[src/hw/rtl/sfr_pkg.sv]
`default_nettype none

package sfr_pkg;

    // Default sizes
    localparam int SFR_MAX_FIND    = 8;
    localparam int SFR_MAX_REPLACE = 8;
    localparam int SFR_QUEUE_DEPTH = 4;

    // Pattern registers are fixed at eight bytes
    localparam int PAT_BYTES = 8;
    localparam int PAT_W     = PAT_BYTES * 8;
    localparam int LEN_W     = 4;
    localparam int CFG_IDX_W = 2;

    // Configuration register indexes
    localparam logic [CFG_IDX_W-1:0] CFG_FIND_PATTERN    = 2'd0;
    localparam logic [CFG_IDX_W-1:0] CFG_FIND_LENGTH     = 2'd1;
    localparam logic [CFG_IDX_W-1:0] CFG_REPLACE_PATTERN = 2'd2;
    localparam logic [CFG_IDX_W-1:0] CFG_REPLACE_LENGTH  = 2'd3;

    // Input kinds
    localparam logic KIND_DATA  = 1'b0;
    localparam logic KIND_FLUSH = 1'b1;

    // One queued burst: up to eight bytes, first byte in bits 7:0
    typedef struct packed {
        logic [LEN_W-1:0] count;
        logic [PAT_W-1:0] bytes;
    } sfr_entry_t;

endpackage

`default_nettype wire

[src/hw/rtl/sfr_front.sv]
`default_nettype none

module sfr_front
    import sfr_pkg::*;
#(
    parameter int MAX_FIND    = SFR_MAX_FIND,
    parameter int MAX_REPLACE = SFR_MAX_REPLACE
)
(
    input  wire logic                 clk,
    input  wire logic                 rst_n,
    // config write
    input  wire logic                 cfg_we,
    input  wire logic [CFG_IDX_W-1:0] cfg_index,
    input  wire logic [PAT_W-1:0]     cfg_data,
    // input request
    input  wire logic                 in_take,
    input  wire logic                 kind,
    input  wire logic [7:0]           data_byte,
    // to queue
    output logic                      push,
    output sfr_entry_t                push_entry
);

    localparam int HCW = $clog2(MAX_FIND + 1);

    logic [PAT_W-1:0] find_pattern_reg;
    logic [LEN_W-1:0] find_length_reg;
    logic [PAT_W-1:0] replace_pattern_reg;
    logic [LEN_W-1:0] replace_length_reg;

    logic [7:0]       held_reg [MAX_FIND];
    logic [HCW-1:0]   held_count_reg;
    logic [HCW-1:0]   held_count_next;

    logic [LEN_W-1:0] flen;
    logic [LEN_W-1:0] rlen;
    logic [LEN_W-1:0] total;
    logic [7:0]       win [MAX_FIND];
    logic [PAT_W-1:0] win_vec;
    logic             hit;
    logic             shift;
    sfr_entry_t       entry;

    // Effective lengths, clamped to the hardware size
    assign flen = (find_length_reg > LEN_W'(MAX_FIND)) ? LEN_W'(MAX_FIND) : find_length_reg;
    assign rlen = (replace_length_reg > LEN_W'(MAX_REPLACE)) ?
                  LEN_W'(MAX_REPLACE) : replace_length_reg;
    assign total = LEN_W'(held_count_reg) + LEN_W'(1);

    // Window: held bytes with the new byte dropped in behind them
    always_comb
    begin
        win_vec = '0;
        for (int k = 0; k < MAX_FIND; k++)
        begin
            win[k] = (held_count_reg == HCW'(k)) ? data_byte : held_reg[k];
            win_vec[8*k +: 8] = win[k];
        end
    end

    // Compare the window against the find string
    always_comb
    begin
        hit = 1'b1;
        for (int k = 0; k < MAX_FIND; k++)
        begin
            if ((LEN_W'(k) < flen) && (win[k] != find_pattern_reg[8*k +: 8]))
                hit = 1'b0;
        end
    end

    // Classify the request into a burst and the new hold
    always_comb
    begin
        entry           = '0;
        held_count_next = held_count_reg;
        shift           = 1'b0;
        if (kind == KIND_FLUSH)
        begin
            entry.bytes     = win_vec;
            entry.count     = LEN_W'(held_count_reg);
            held_count_next = '0;
        end
        else if (flen == '0)
        begin
            entry.bytes     = win_vec;
            entry.count     = total;
            held_count_next = '0;
        end
        else if (total < flen)
        begin
            held_count_next = HCW'(total);
        end
        else if (hit)
        begin
            entry.bytes     = replace_pattern_reg;
            entry.count     = rlen;
            held_count_next = '0;
        end
        else
        begin
            // release oldest byte, window slides by one
            entry.bytes[7:0] = win[0];
            entry.count      = LEN_W'(1);
            shift            = 1'b1;
        end
    end

    assign push       = in_take && (entry.count != '0);
    assign push_entry = entry;

    // Config registers and hold count
    always_ff @(posedge clk or negedge rst_n)
    begin
        if (!rst_n)
        begin
            find_pattern_reg    <= '0;
            find_length_reg     <= '0;
            replace_pattern_reg <= '0;
            replace_length_reg  <= '0;
            held_count_reg      <= '0;
        end
        else if (cfg_we)
        begin
            case (cfg_index)
                CFG_FIND_PATTERN:    find_pattern_reg <= cfg_data;
                CFG_FIND_LENGTH:
                begin
                    find_length_reg <= cfg_data[LEN_W-1:0];
                    held_count_reg  <= '0;
                end
                CFG_REPLACE_PATTERN: replace_pattern_reg <= cfg_data;
                CFG_REPLACE_LENGTH:  replace_length_reg <= cfg_data[LEN_W-1:0];
                default:             ;
            endcase
        end
        else if (in_take)
        begin
            held_count_reg <= held_count_next;
        end
    end

    // Held bytes: payload only, no reset
    always_ff @(posedge clk)
    begin
        if (in_take && (kind == KIND_DATA))
        begin
            for (int k = 0; k < MAX_FIND - 1; k++)
                held_reg[k] <= shift ? win[k+1] : win[k];
            held_reg[MAX_FIND-1] <= win[MAX_FIND-1];
        end
    end

endmodule

`default_nettype wire

[src/hw/rtl/sfr_queue.sv]
`default_nettype none

module sfr_queue
    import sfr_pkg::*;
#(
    parameter int DEPTH = SFR_QUEUE_DEPTH
)
(
    input  wire logic       clk,
    input  wire logic       rst_n,
    input  wire logic       push,
    input  wire sfr_entry_t push_entry,
    input  wire logic       pop,
    output logic            full,
    output logic            not_empty,
    output sfr_entry_t      head
);

    localparam int PW = (DEPTH > 1) ? $clog2(DEPTH) : 1;
    localparam int CW = $clog2(DEPTH + 1);

    sfr_entry_t     slot_reg [DEPTH];
    logic [PW-1:0]  wr_ptr_reg;
    logic [PW-1:0]  rd_ptr_reg;
    logic [CW-1:0]  count_reg;
    logic           do_push;
    logic           do_pop;

    assign full      = (count_reg == CW'(DEPTH));
    assign not_empty = (count_reg != '0);
    assign head      = slot_reg[rd_ptr_reg];
    assign do_push   = push && !full;
    assign do_pop    = pop && not_empty;

    // Pointers and fill level
    always_ff @(posedge clk or negedge rst_n)
    begin
        if (!rst_n)
        begin
            wr_ptr_reg <= '0;
            rd_ptr_reg <= '0;
            count_reg  <= '0;
        end
        else
        begin
            if (do_push)
                wr_ptr_reg <= (wr_ptr_reg == PW'(DEPTH - 1)) ? '0 : wr_ptr_reg + PW'(1);
            if (do_pop)
                rd_ptr_reg <= (rd_ptr_reg == PW'(DEPTH - 1)) ? '0 : rd_ptr_reg + PW'(1);
            if (do_push && !do_pop)
                count_reg <= count_reg + CW'(1);
            else if (do_pop && !do_push)
                count_reg <= count_reg - CW'(1);
        end
    end

    // Storage
    always_ff @(posedge clk)
    begin
        if (do_push)
            slot_reg[wr_ptr_reg] <= push_entry;
    end

endmodule

`default_nettype wire

[src/hw/rtl/sfr_back.sv]
`default_nettype none

module sfr_back
    import sfr_pkg::*;
(
    input  wire logic       clk,
    input  wire logic       rst_n,
    input  wire logic       q_not_empty,
    input  wire sfr_entry_t q_head,
    output logic            pop,
    output logic            out_valid,
    input  wire logic       out_stall,
    output logic [7:0]      out_byte,
    output logic            last
);

    sfr_entry_t  cur_reg;
    logic        cur_valid_reg;
    logic [2:0]  pos_reg;
    logic        sent;
    logic        take;

    assign out_valid = cur_valid_reg;
    assign out_byte  = cur_reg.bytes[{pos_reg, 3'b000} +: 8];
    assign last      = (LEN_W'(pos_reg) + LEN_W'(1)) == cur_reg.count;
    assign sent      = cur_valid_reg && !out_stall;

    // Load the next burst when idle or when the final byte leaves
    assign take = !cur_valid_reg || (sent && last);
    assign pop  = take && q_not_empty;

    always_ff @(posedge clk or negedge rst_n)
    begin
        if (!rst_n)
        begin
            cur_valid_reg <= 1'b0;
            pos_reg       <= '0;
        end
        else if (take)
        begin
            cur_valid_reg <= q_not_empty;
            pos_reg       <= '0;
        end
        else if (sent)
        begin
            pos_reg <= pos_reg + 3'd1;
        end
    end

    always_ff @(posedge clk)
    begin
        if (pop)
            cur_reg <= q_head;
    end

endmodule

`default_nettype wire

[src/hw/rtl/stream_find_replace.sv]
// Channel  | Dir | Handshake            | Payload
// input    | in  | in_valid / in_stall  | kind, data_byte
// output   | out | out_valid / out_stall| out_byte, last
// config   | in  | cfg_valid / cfg_ready| cfg_index, cfg_data
//
// One request is taken per cycle while in_stall is low; its result bytes
// leave one per cycle while out_stall is low. A match with an N-byte replacement
// or a flush of N held bytes gives N output bytes; the output drainer sets the
// sustained rate. in_stall rises only when the burst queue (QUEUE_DEPTH entries)
// is full. Reset clears config, the hold count, the queue and the output stage.
// cfg_ready is always high; the user must make writes while the block is idle (unchecked).
`default_nettype none

module stream_find_replace
    import sfr_pkg::*;
#(
    parameter int MAX_FIND    = SFR_MAX_FIND,
    parameter int MAX_REPLACE = SFR_MAX_REPLACE,
    parameter int QUEUE_DEPTH = SFR_QUEUE_DEPTH
)
(
    input  wire logic                 clk,
    input  wire logic                 rst_n,
    // config
    input  wire logic                 cfg_valid,
    output logic                      cfg_ready,
    input  wire logic [CFG_IDX_W-1:0] cfg_index,
    input  wire logic [PAT_W-1:0]     cfg_data,
    // input stream
    input  wire logic                 in_valid,
    output logic                      in_stall,
    input  wire logic                 kind,
    input  wire logic [7:0]           data_byte,
    // output stream
    output logic                      out_valid,
    input  wire logic                 out_stall,
    output logic [7:0]                out_byte,
    output logic                      last
);

    logic       in_take;
    logic       push;
    sfr_entry_t push_entry;
    logic       pop;
    logic       q_full;
    logic       q_not_empty;
    sfr_entry_t q_head;

    assign cfg_ready = 1'b1;
    assign in_stall  = q_full;
    assign in_take   = in_valid && !q_full;

    sfr_front #(
        .MAX_FIND    (MAX_FIND),
        .MAX_REPLACE (MAX_REPLACE)
    ) u_front (
        .clk        (clk),
        .rst_n      (rst_n),
        .cfg_we     (cfg_valid && cfg_ready),
        .cfg_index  (cfg_index),
        .cfg_data   (cfg_data),
        .in_take    (in_take),
        .kind       (kind),
        .data_byte  (data_byte),
        .push       (push),
        .push_entry (push_entry)
    );

    sfr_queue #(
        .DEPTH (QUEUE_DEPTH)
    ) u_queue (
        .clk        (clk),
        .rst_n      (rst_n),
        .push       (push),
        .push_entry (push_entry),
        .pop        (pop),
        .full       (q_full),
        .not_empty  (q_not_empty),
        .head       (q_head)
    );

    sfr_back u_back (
        .clk         (clk),
        .rst_n       (rst_n),
        .q_not_empty (q_not_empty),
        .q_head      (q_head),
        .pop         (pop),
        .out_valid   (out_valid),
        .out_stall   (out_stall),
        .out_byte    (out_byte),
        .last        (last)
    );

endmodule

`default_nettype wire

[config.mk]
export PLATFORM = sky130hd
export DESIGN_NAME = stream_find_replace
export DESIGN_NICKNAME = d
export VERILOG_FILES = /design/src/hw/rtl/sfr_pkg.sv /design/src/hw/rtl/sfr_front.sv /design/src/hw/rtl/sfr_queue.sv /design/src/hw/rtl/sfr_back.sv /design/src/hw/rtl/stream_find_replace.sv
export SDC_FILE = /design/constraint.sdc
export NUM_CORES = 1
export LEC_CHECK = 0
export BUFFER_PORTS_ARGS = -buffer_cell sky130_fd_sc_hd__buf_2
export CORE_MARGIN = 2
export CORE_UTILIZATION = 50
export DETAILED_ROUTE_END_ITERATION = 10
export GPL_TIMING_DRIVEN = 0
export PLACE_DENSITY_LB_ADDON = 0.08
export SLEW_MARGIN = 20
export SYNTH_ARGS = -nofsm -noshare
export SYNTH_HDL_FRONTEND = slang
export SYNTH_SLANG_ARGS = --single-unit
[constraint.sdc]
create_clock -name clk -period 7.6 [get_ports clk]
set_clock_uncertainty 0.15 [all_clocks]
set_input_delay 0 -clock clk [delete_from_list [all_inputs] [get_ports clk]]
set_output_delay 0 -clock clk [all_outputs]
set_load 0.02 [all_outputs]
== Yosys cells after proc, flatten, opt, wreduce, memory -nomap -nowiden ==
Memories as Yosys holds them, arrays and structs flattened. A register that Yosys moved wholly into a read port is not among the register bits.
Index checks and enable logic that the tools add are counted.
Operators by class
  add/subtract/negate cells: 7
  magnitude comparators: 11
  eq/ne operators: 23
  shifts and indexed selects: 1
  multiplexer cells: 52
  bitwise logic cells: 1
  reduce and logical (&&, ||, !) cells: 38
Operator list (number)
  68-bit two-way mux: 3
  8-bit two-way mux: 16
  8-bit != test: 8
  64-bit by 7-bit variable part select with 8-bit output: 1
  56-bit two-way mux: 1
  4-bit two-way mux: 10
  1-bit logical AND: 18
  4-bit by 3-bit equality test with 1-bit output (second input constant): 4
  3-bit by 4-bit < comparator with 1-bit output (first input constant): 4
  1-bit two-way mux: 16
  3-bit two-way mux: 4
  2-bit equality test (second input constant): 4
  4-bit by 2-bit equality test with 1-bit output (second input constant): 2
  4-bit greater-than comparator (second input constant): 2
  4-bit zero test: 2
  1-bit by 4-bit < comparator with 1-bit output (first input constant): 2
  2-bit by 4-bit < comparator with 1-bit output (first input constant): 2
  2-bit AND reduction: 4
  3-bit by 1-bit adder with 3-bit output (second input constant): 2
  2-bit nonzero test: 3
  1-bit zero test: 5
  5-bit nonzero test: 1
  2-bit by 1-bit adder with 2-bit output (second input constant): 2
  3-bit by 1-bit adder with 4-bit output (second input constant): 1
  other kinds (15): 16
Storage, ports and cells
  bits in registers: 151
  memory bits (writable): 336
  input port bits: 80
  output and inout bits: 12
  word-level logic and storage cells: 145
  memories: 2
Memories
  u_queue.slot_reg: depth 4, bits a word 68, read ports 1, clocked after Yosys merged registers in 1, write ports 1, RTL line sfr_queue.sv:22  | sfr_entry_t slot_reg [DEPTH];
  u_front.held_reg: depth 8, bits a word 8, read ports 8, clocked after Yosys merged registers in 0, write ports 8, RTL line sfr_front.sv:32  | logic [7:0] held_reg [MAX_FIND];

== Logic depth before layout (Yosys ltp) ==
Gate-level depths: netlist (run 1).
  depth after elaboration: 23
  mapped depth: 19

== By module ==
A second synthesis (run 1) with hierarchy kept.
Second synthesis, totals
  cell total of the unflattened synthesis: 1649
  area, all modules: 24952.7 sq um
By module, submodules not included
  sfr_front: instances 1, cells an instance 1127, area an instance 11702.5 sq um, sequential area each 5425.2 sq um
  sfr_queue: instances 1, cells an instance 393, area an instance 10351.2 sq um, sequential area each 8343.0 sq um
  sfr_back: instances 1, cells an instance 126, area an instance 2874.0 sq um, sequential area each 2142.1 sq um
  stream_find_replace: instances 1, cells an instance 3, area an instance 25.0 sq um, sequential area each 0.0 sq um

== Worst setup path before layout (run 1) ==
OpenSTA, ideal clock, no wires.
  kind: reg-to-reg
  from: register u_front.held_count_reg[0]
  to: memory u_queue.slot_reg[0][0] (netlist bit) (enable)
  setup time: 0.495 ns
  data arrival time: 5.882 ns
  required time: 6.955 ns
  slack: 1.073 ns
  stages on the path, launching flop included: 14
  buffers on the path: 1
  clock period less this slack: 6.527 ns
  cells stage by stage: dfrtp_1 inv_1 ha_1 nor3b_1 buf_4 mux2i_1 nor2_1 a2111oi_2 nand4_1 a31oi_2 nand3_1 o21ai_0 o41ai_4 nor2_1
RTL lines
  start: declaration: RTL line sfr_front.sv:33  | logic [HCW-1:0] held_count_reg;
  start signal: assignment: RTL line sfr_front.sv:140  | held_count_reg <= held_count_next;
  end: declaration: RTL line sfr_queue.sv:22

==> results by group, run 1 <==
Status
  • Outcome: finished clean

Synth
  • Post-synth net total: 1637
  • Yosys cell types: 78
  • Synth top area cells: edfxtp_1 50%, dfrtp_1 15%, mux4_2 7.7%, mux2_2 6.3%, mux2i_1 1.8%
  • Yosys top cell area share: 49.7%
  • Synth Flop Type: edfxtp_1
  • Post-synth EDFFs: 404
  • Mapped Area: 24400 um^2
  • Top cell type by total area after synthesis: edfxtp_1
  • Mapped Avg Cell Area: 15.8 um^2
  • Synth Register Bits: 555
  • Synth Instances: approximately 1500
  • Asr flop ratio synth: about 27%
  • Synth warnings: 0
  • Seq/Total Area, Yosys: 65.2%

Clocking
  • Root Driver: clkbuf_16
  • Post-cts gate resize count: 0
  • Clock Path Buffers: 3
  • CTS H-tree lvls: 2
  • CTS buffer count: 56
  • Clock Sinks: 555
  • Clk slew on worst S/H paths: approximately 0.060 ns
  • Clk_lat worst skew: roughly 0.63 ns
  • CTS tree: done

Setup path
  • Crit. End Element: flip-flop
  • Critical Path Sink: u_queue.slot_reg[3][42]$_DFFE_PP_
  • RR Startpoint: u_front.held_count_reg[0]$_DFFE_PN0P_
  • Reg-to-reg critical path endpoint: u_queue.slot_reg[3][42]$_DFFE_PP_
  • Worst Setup SP: u_front.held_count_reg[0]$_DFFE_PN0P_
  • Critical Path Start Type: flip-flop
  • Crit path kind: flip-flop to flip-flop
  • Crit Path Max Fanout: 22
  • Reg2reg path depth: 16
  • Critical path arrival: 6.02 ns
  • R2R setup slack: 1.74 ns
  • Worst EP required: 7.77 ns

Cells and area
  • Layout cells sized above 1: 25.4%
  • Total Nets Final: roughly 1900
  • Largest register FFs: between 200 and 300
  • Area Overhead vs Synth: 18.3%
  • Final core utilization: 60.2%
  • Filler instances: 3613
  • Antenna diodes: 0
  • Area occupied by registers: 15900 um^2
  • Most common cell after layout, fill and taps aside: edfxtp_1
  • Multi-input gate area: a little under 8000 um^2
  • Most frequent cells in the layout: 404 x edfxtp_1, 151 x dfrtp_1, 136 x mux2_2

Floorplan
  • Die height: 225 um
  • Top-Level Pins: 92
  • Std cell rows: 80
  • Chip width: 225 um
  • Core area: 47900 um^2
  • DIE AREA: 50600 um^2
  • Initial core utilization: 50.9%

Drt
  • Initial DRC count: 1286
  • Final wirelength: 64400 um
  • WL/cell: 26.2 um
  • Top Layer Used: met4
  • Detail Route met2 WL: between 30000 and 40000 um
  • Pre-Repair DR Iteration Count: 5
  • DRC errors left: 0
  • DR vias: 14752
  • Met3 wire len: 3870 um
  • DR vias/cell: 6.00
  • Routed Antenna Nets: 0
  • M1 wire length: 28600 um

Global routing
  • Gr ovfl total: 0
  • First-pass GRT wire length: just under 100000 um
  • Vias in the first global route: 14925
  • Pin count of the biggest net entering global routing: slightly above 90
  • Antenna violations before repair: 0
  • Global-route usage over all layers: 26.1%

Pwr
  • Peak VDD IR: 0.206 mV
  • Sw Share: 29.6%
  • Clock Power Share: 30.2%
  • Cell Int Power: roughly 6500 uW
  • Power Density: 318 nW/um^2
  • Sequential Power Share: 44.3%
  • Gate power share: about a quarter
  • Total power: 9170 uW
  • Switching power: 2720 uW
  • Leak: between 0.01 and 0.015 uW

Timing
  • Final hold violations: 0
  • Setup TNS: 0 ns
  • Fmax: 171 MHz
  • Min Tclk post-route: roughly 5.9 ns
  • Post-route clock period utilization: 77.1%
  • Slew headroom: 27.4%
  • Worst setup margin: 1.74 ns
  • Finish-stage setup viols: 0
  • RSZ-0062 raised after global routing: false
  • Slew @ Worst Pin: between 1 and 1.5 ns
  • Final Max Tran Viols: 0

Flow run
  • Maxcap violations: 0

Worst hold path
  • Hold path start: cfg_data[53]
  • Worst min-delay path category: input port to flip-flop

Placement
  • Pre-CTS setup slack: approximately 1.5 ns
  • Placer Congestion: 0.929
  • Port buffer count: 85
  • Hpwl dp: 46000 um
[worst min path at each step]
stage,to,cells after the start
floorplan,u_back.out_valid$_DFFE_PN0P_,0
global placement,u_front.find_pattern_reg[8]$_DFFE_PN0P_,3
detailed placement,u_front.find_pattern_reg[52]$_DFFE_PN0P_,1
CTS,u_front.replace_pattern_reg[51]$_DFFE_PN0P_,3
global route,u_front.held_reg[0][28]$_DFFE_PP_,3
finish,u_front.find_pattern_reg[53]$_DFFE_PN0P_,4
[power by group through the flow]
stage               sequential, uW  combinational (uW)  clock [uW]
finish                        4060                2340        2770
floorplan                     4050                1550           0
global placement              4150                2190           0
global route                  4100                2520        2940
CTS                           4060                2350        2820
detailed placement            4120                2300           0
[per-stage QoR]
| step | hold WS, ns | area [um^2] | cells |
|---|---|---|---|
| 2_1_floorplan | -0.446 | 24400 | 1542 |
| 3_3_place_gp | 0.0866 | 25600 | 2242 |
| 3_5_place_dp | -0.180 | 26100 | 2259 |
| 4_1_cts | 0.000471 | 28900 | 2458 |
| 5_1_grt | 0.0184 | 28900 | 2459 |
| 6_report | 0.0127 | 28900 | 2459 |
[kinds of logic after synthesis]
group / Yosys count / synth area share [%]
other cells: 1 / 0.0154
mux: 273 / 16.3
simple gates: 202 / 4.37
compound gates: 255 / 8.09
flops: 555 / 65.2
buf+inv: 184 / 3.15
xor+xnor: 57 / 2.05
fa+ha+maj: 15 / 0.800
[critical path, stage by stage, from the launching register on]
cell	delay [ns]
dfrtp_1	0.49
inv_1	0.13
ha_1	0.18
nor3b_4	0.49
buf_2	0.33
a21oi_1	0.14
a2111oi_2	0.75
nand4_1	0.24
a211oi_2	0.28
nand2_1	0.16
o21ai_1	0.66
o41ai_4	0.25
buf_6	0.22
nor2_4	0.42
buf_16	0.22
buf_12	0.20
buf_12	0.20
[synth_stat cells, types with 22 or more instances]
| library cell | count |
|---|---|
| dfrtp_1 | 151 |
| o22ai_1 | 23 |
| a21oi_1 | 22 |
| o21ai_0 | 41 |
| nand2_1 | 48 |
| a22o_1 | 27 |
| mux2i_1 | 45 |
| nor3_1 | 64 |
| mux4_2 | 84 |
| nor2_1 | 33 |
| mux2_2 | 136 |
| inv_1 | 89 |
| clkbuf_1 | 57 |
| xor2_1 | 37 |
| a221oi_1 | 50 |
| edfxtp_1 | 404 |
| o2bb2ai_1 | 43 |
[timing repair]
action,4_1_cts,5_1_grt
endpoints found under the hold margin,310,0
setup endpoints to repair,0,0
hold buffers,93,0
buffers inserted,0,0
[layout make-up]
cell class	count	share of cell area, %
Sequential cell	555	55.1
Multi-Input combinational cell	803	26.9
Timing Repair Buffer	196	6.25
Clock buffer	78	5.39
Tap cell	615	2.67
Buffer	91	1.46
Inverter	93	1.22
Clock inverter	28	0.997
[metal layers]
layer | up-vias | track usage, %
met3 | 97 | 4.25
met5 | - | 0
li1 | 6550 | -
met4 | 0 | 6.88
met2 | 498 | 41.4
met1 | 7607 | 37.9
Power figures use the tool's default switching activity.
==> run 2, diff against run 1 <==
clock period = 6.1 ns   (was 7.6 ns; I/O delays follow)
==> run 2 against run 1 <==
Compared with the run above: sequential power grew 25%; critical path depth is the same; non-clock buffer count stayed put; largest cell class unchanged; highest routed layer unchanged.
==> results by group, run 2 (synthesis results as in run 1) <==
Status
  • Outcome: finished clean

Floorplan
  • DIE AREA: 50600 um^2 (unchanged)
  • Die height: 225 um (unchanged)
  • Top-Level Pins: 92 (unchanged)
  • Core area: 47900 um^2 (unchanged)
  • Std cell rows: 80 (unchanged)
  • Chip width: 225 um (unchanged)
  • Initial core utilization: 50.9% (unchanged)

Global routing
  • First-pass GRT wire length: 96100 um (about the same)
  • Met3 usage: 4.26% (+0.013 points)
  • Global-route usage over all layers: 26.1% (about the same)
  • Antenna violations before repair: 0 (unchanged)
  • Global routing's busiest layer: met2
  • GRT met2 Usage: 41.4% (unchanged)
  • Gr ovfl total: 0 (unchanged)
  • Vias in the first global route: 14928 (+0.020%)
  • Pin count of the biggest net entering global routing: 93 (unchanged)
  • GR Util met1: 37.9% (unchanged)

Timing
  • Fmax: 170 MHz (-0.24%)
  • Post-route clock period utilization: 96.3% (+19 points)
  • Min Tclk post-route: 5.87 ns (+0.0143 ns)
  • Final Max Tran Viols: 0 (unchanged)
  • Slew headroom: 28.7% (+1.3 points)
  • Slew @ Worst Pin: 1.07 ns (-0.0197 ns)
  • Finish-stage setup viols: 0 (unchanged)
  • RSZ-0062 raised after global routing: false
  • Final hold violations: 0 (unchanged)

Cells and area
  • Non-filler cells in the finished layout: 2459 (unchanged)
  • Most frequent cells in the layout: 404 x edfxtp_1, 151 x dfrtp_1, 136 x mux2_2
  • Filler instances: 3613 (unchanged)
  • Area occupied by registers: 15900 um^2 (unchanged)
  • Final core utilization: 60.2% (unchanged)
  • Antenna diodes: 0 (unchanged)
  • Largest register FFs: 272 (unchanged)
  • Layout cells sized above 1: 25.4% (unchanged)
  • Multi-input gate area: 7770 um^2 (unchanged)
  • Area Overhead vs Synth: 18.3% (unchanged)
  • Most common cell after layout, fill and taps aside: edfxtp_1
  • Total Nets Final: 1891 (unchanged)

Setup path
  • Most frequent CP cell: buf_12
  • Worst EP required: 6.27 ns (-1.50 ns)
  • Crit Path Max Fanout: 22 (unchanged)
  • RR Startpoint: u_front.held_count_reg[0]$_DFFE_PN0P_
  • Worst Setup SP: u_front.held_count_reg[0]$_DFFE_PN0P_
  • Crit-path slowest cell: a2111oi_2
  • Crit path kind: flip-flop to flip-flop
  • Critical Path Sink: u_queue.slot_reg[3][28]$_DFFE_PP_
  • Critical Path Start Type: flip-flop
  • Reg2reg path depth: 16 (unchanged)
  • Crit. End Element: flip-flop
  • CP peak stage delay: 0.74 ns (about the same)
  • Critical path arrival: 6.04 ns (+0.02 ns)
  • R2R setup slack: 0.23 ns (-1.51 ns)
  • Reg-to-reg critical path endpoint: u_queue.slot_reg[3][28]$_DFFE_PP_
  • CP cell instances: inv_1, ha_1, nor3b_4, buf_2, a21oi_1, a2111oi_2, nand4_1, a211oi_2, nand2_1, o21ai_1, o41ai_4, buf_6, nor2_4, buf_16, buf_12, buf_12

Clocking
  • Clk slew on worst S/H paths: 0.06 ns (about the same)
  • Root Driver: clkbuf_16
  • CTS H-tree lvls: 2 (unchanged)
  • Clock Path Buffers: 3 (unchanged)
  • CTS tree: done
  • Clock Sinks: 555 (unchanged)
  • Setup Fix Bufs, Post-CTS: 0 (unchanged)
  • CTS buffer count: 56 (unchanged)
  • Clk_lat worst skew: 0.63 ns (about the same)

Placement
  • Hpwl dp: 46000 um (unchanged)
  • Placed Instances: 2259 (unchanged)
  • Port buffer count: 85 (unchanged)
  • Placer Congestion: 0.929 (unchanged)

Pwr
  • Power Density: 396 nW/um^2 (+25%)
  • Peak VDD IR: 0.257 mV (+25%)
  • Leak: 0.0106 uW (about the same)
  • Switching power: 3390 uW (+25%)
  • Sequential Power Share: 44.3% (about the same)
  • Gate power share: 25.5% (about the same)
  • Clock Power Share: 30.2% (about the same)
  • Cell Int Power: 8040 uW (+25%)
  • Sw Share: 29.7% (about the same)

Drt
  • WL/cell: 26.2 um (about the same)
  • Final wirelength: 64400 um (about the same)
  • Initial DRC count: 1298 (+0.93%)
  • DR vias/cell: 6.01 (+0.18%)
  • DRC errors left: 0 (unchanged)
  • Pre-Repair DR Iteration Count: 5 (unchanged)
  • DR vias: 14779 (+0.18%)
  • Routed Antenna Nets: 0 (unchanged)

Worst hold path
  • Worst min-delay path category: input port to flip-flop

Flow run
  • Maxcap violations: 0 (unchanged)
run 2: cell counts in the layout (fill, tap and decap cells not counted):
No cell type changed its count.
run 2: final cells by class:
cell class | count | area share, %
multi-input cells | 803 | 26.9
well taps | 615 | 2.67
plain buffers | 91 | 1.46
clock buffers | 78 | 5.39
repair buffers | 196 | 6.25
inverters | 93 | 1.22
flip-flops and latches | 555 | 55.1
clock inverters | 28 | 0.997
run 2: what timing repair did:
action,in CTS,in global routing
hold buffers,93,0
hold endpoints to repair,310,0
resized for setup,1,0
endpoints found under the setup margin,22,0
run 2: worst min-delay path by stage:
stage	start	to	cells past startpoint
after floorplan	rst_n	u_back.out_valid$_DFFE_PN0P_	0
after global placement	cfg_data[8]	u_front.find_pattern_reg[8]$_DFFE_PN0P_	3
after detailed placement	rst_n	u_front.find_pattern_reg[52]$_DFFE_PN0P_	1
after CTS	cfg_data[51]	u_front.replace_pattern_reg[51]$_DFFE_PN0P_	3
after global routing	data_byte[4]	u_front.held_reg[0][28]$_DFFE_PP_	3
final	cfg_data[46]	u_front.replace_pattern_reg[46]$_DFFE_PN0P_	3
run 2: power by group through the flow:
| stage | Sequential [uW] | Clock (uW) | Combinational [uW] |
|---|---|---|---|
| after detailed placement | 5130 | 0 | 2870 |
| after floorplan | 5050 | 0 | 1940 |
| final | 5060 | 3460 | 2910 |
| after global placement | 5160 | 0 | 2730 |
| after CTS | 5060 | 3510 | 2930 |
| after global routing | 5110 | 3660 | 3140 |
run 2: per-layer routing:
layer | share of wire (%) | routed length [um]
met3 | 5.9 | 3780
met4 | 2.4 | 1550
met1 | 45 | 28700
met5 | 0 | 0
met2 | 47 | 30400
run 2: worst max-delay path: cells and delay by family (launching register included):
kind | cells | cell delay [ns]
simple gates | 4 | 1.31
fa+ha+maj | 1 | 0.18
flops | 1 | 0.49
compound gates | 5 | 2.09
buf+inv | 6 | 1.31
run 2: through the flow:
stage / power [uW] / instance area [um^2] / setup slack, ns / hold WS [ns] / TNS (ns)
4_1_cts: 11500 / 28900 / 0.102 / 0.000471 / 0
3_3_place_gp: 7900 / 25600 / -4.18 / 0.0866 / -1129.51
5_1_grt: 11900 / 28900 / 0.0766 / 0.0184 / 0
6_report: 11400 / 28900 / 0.227 / 0.0112 / 0
2_1_floorplan: 6990 / 24400 / -0.427 / -0.446 / -116.09
3_5_place_dp: 8000 / 26100 / -0.0373 / -0.180 / -0.738
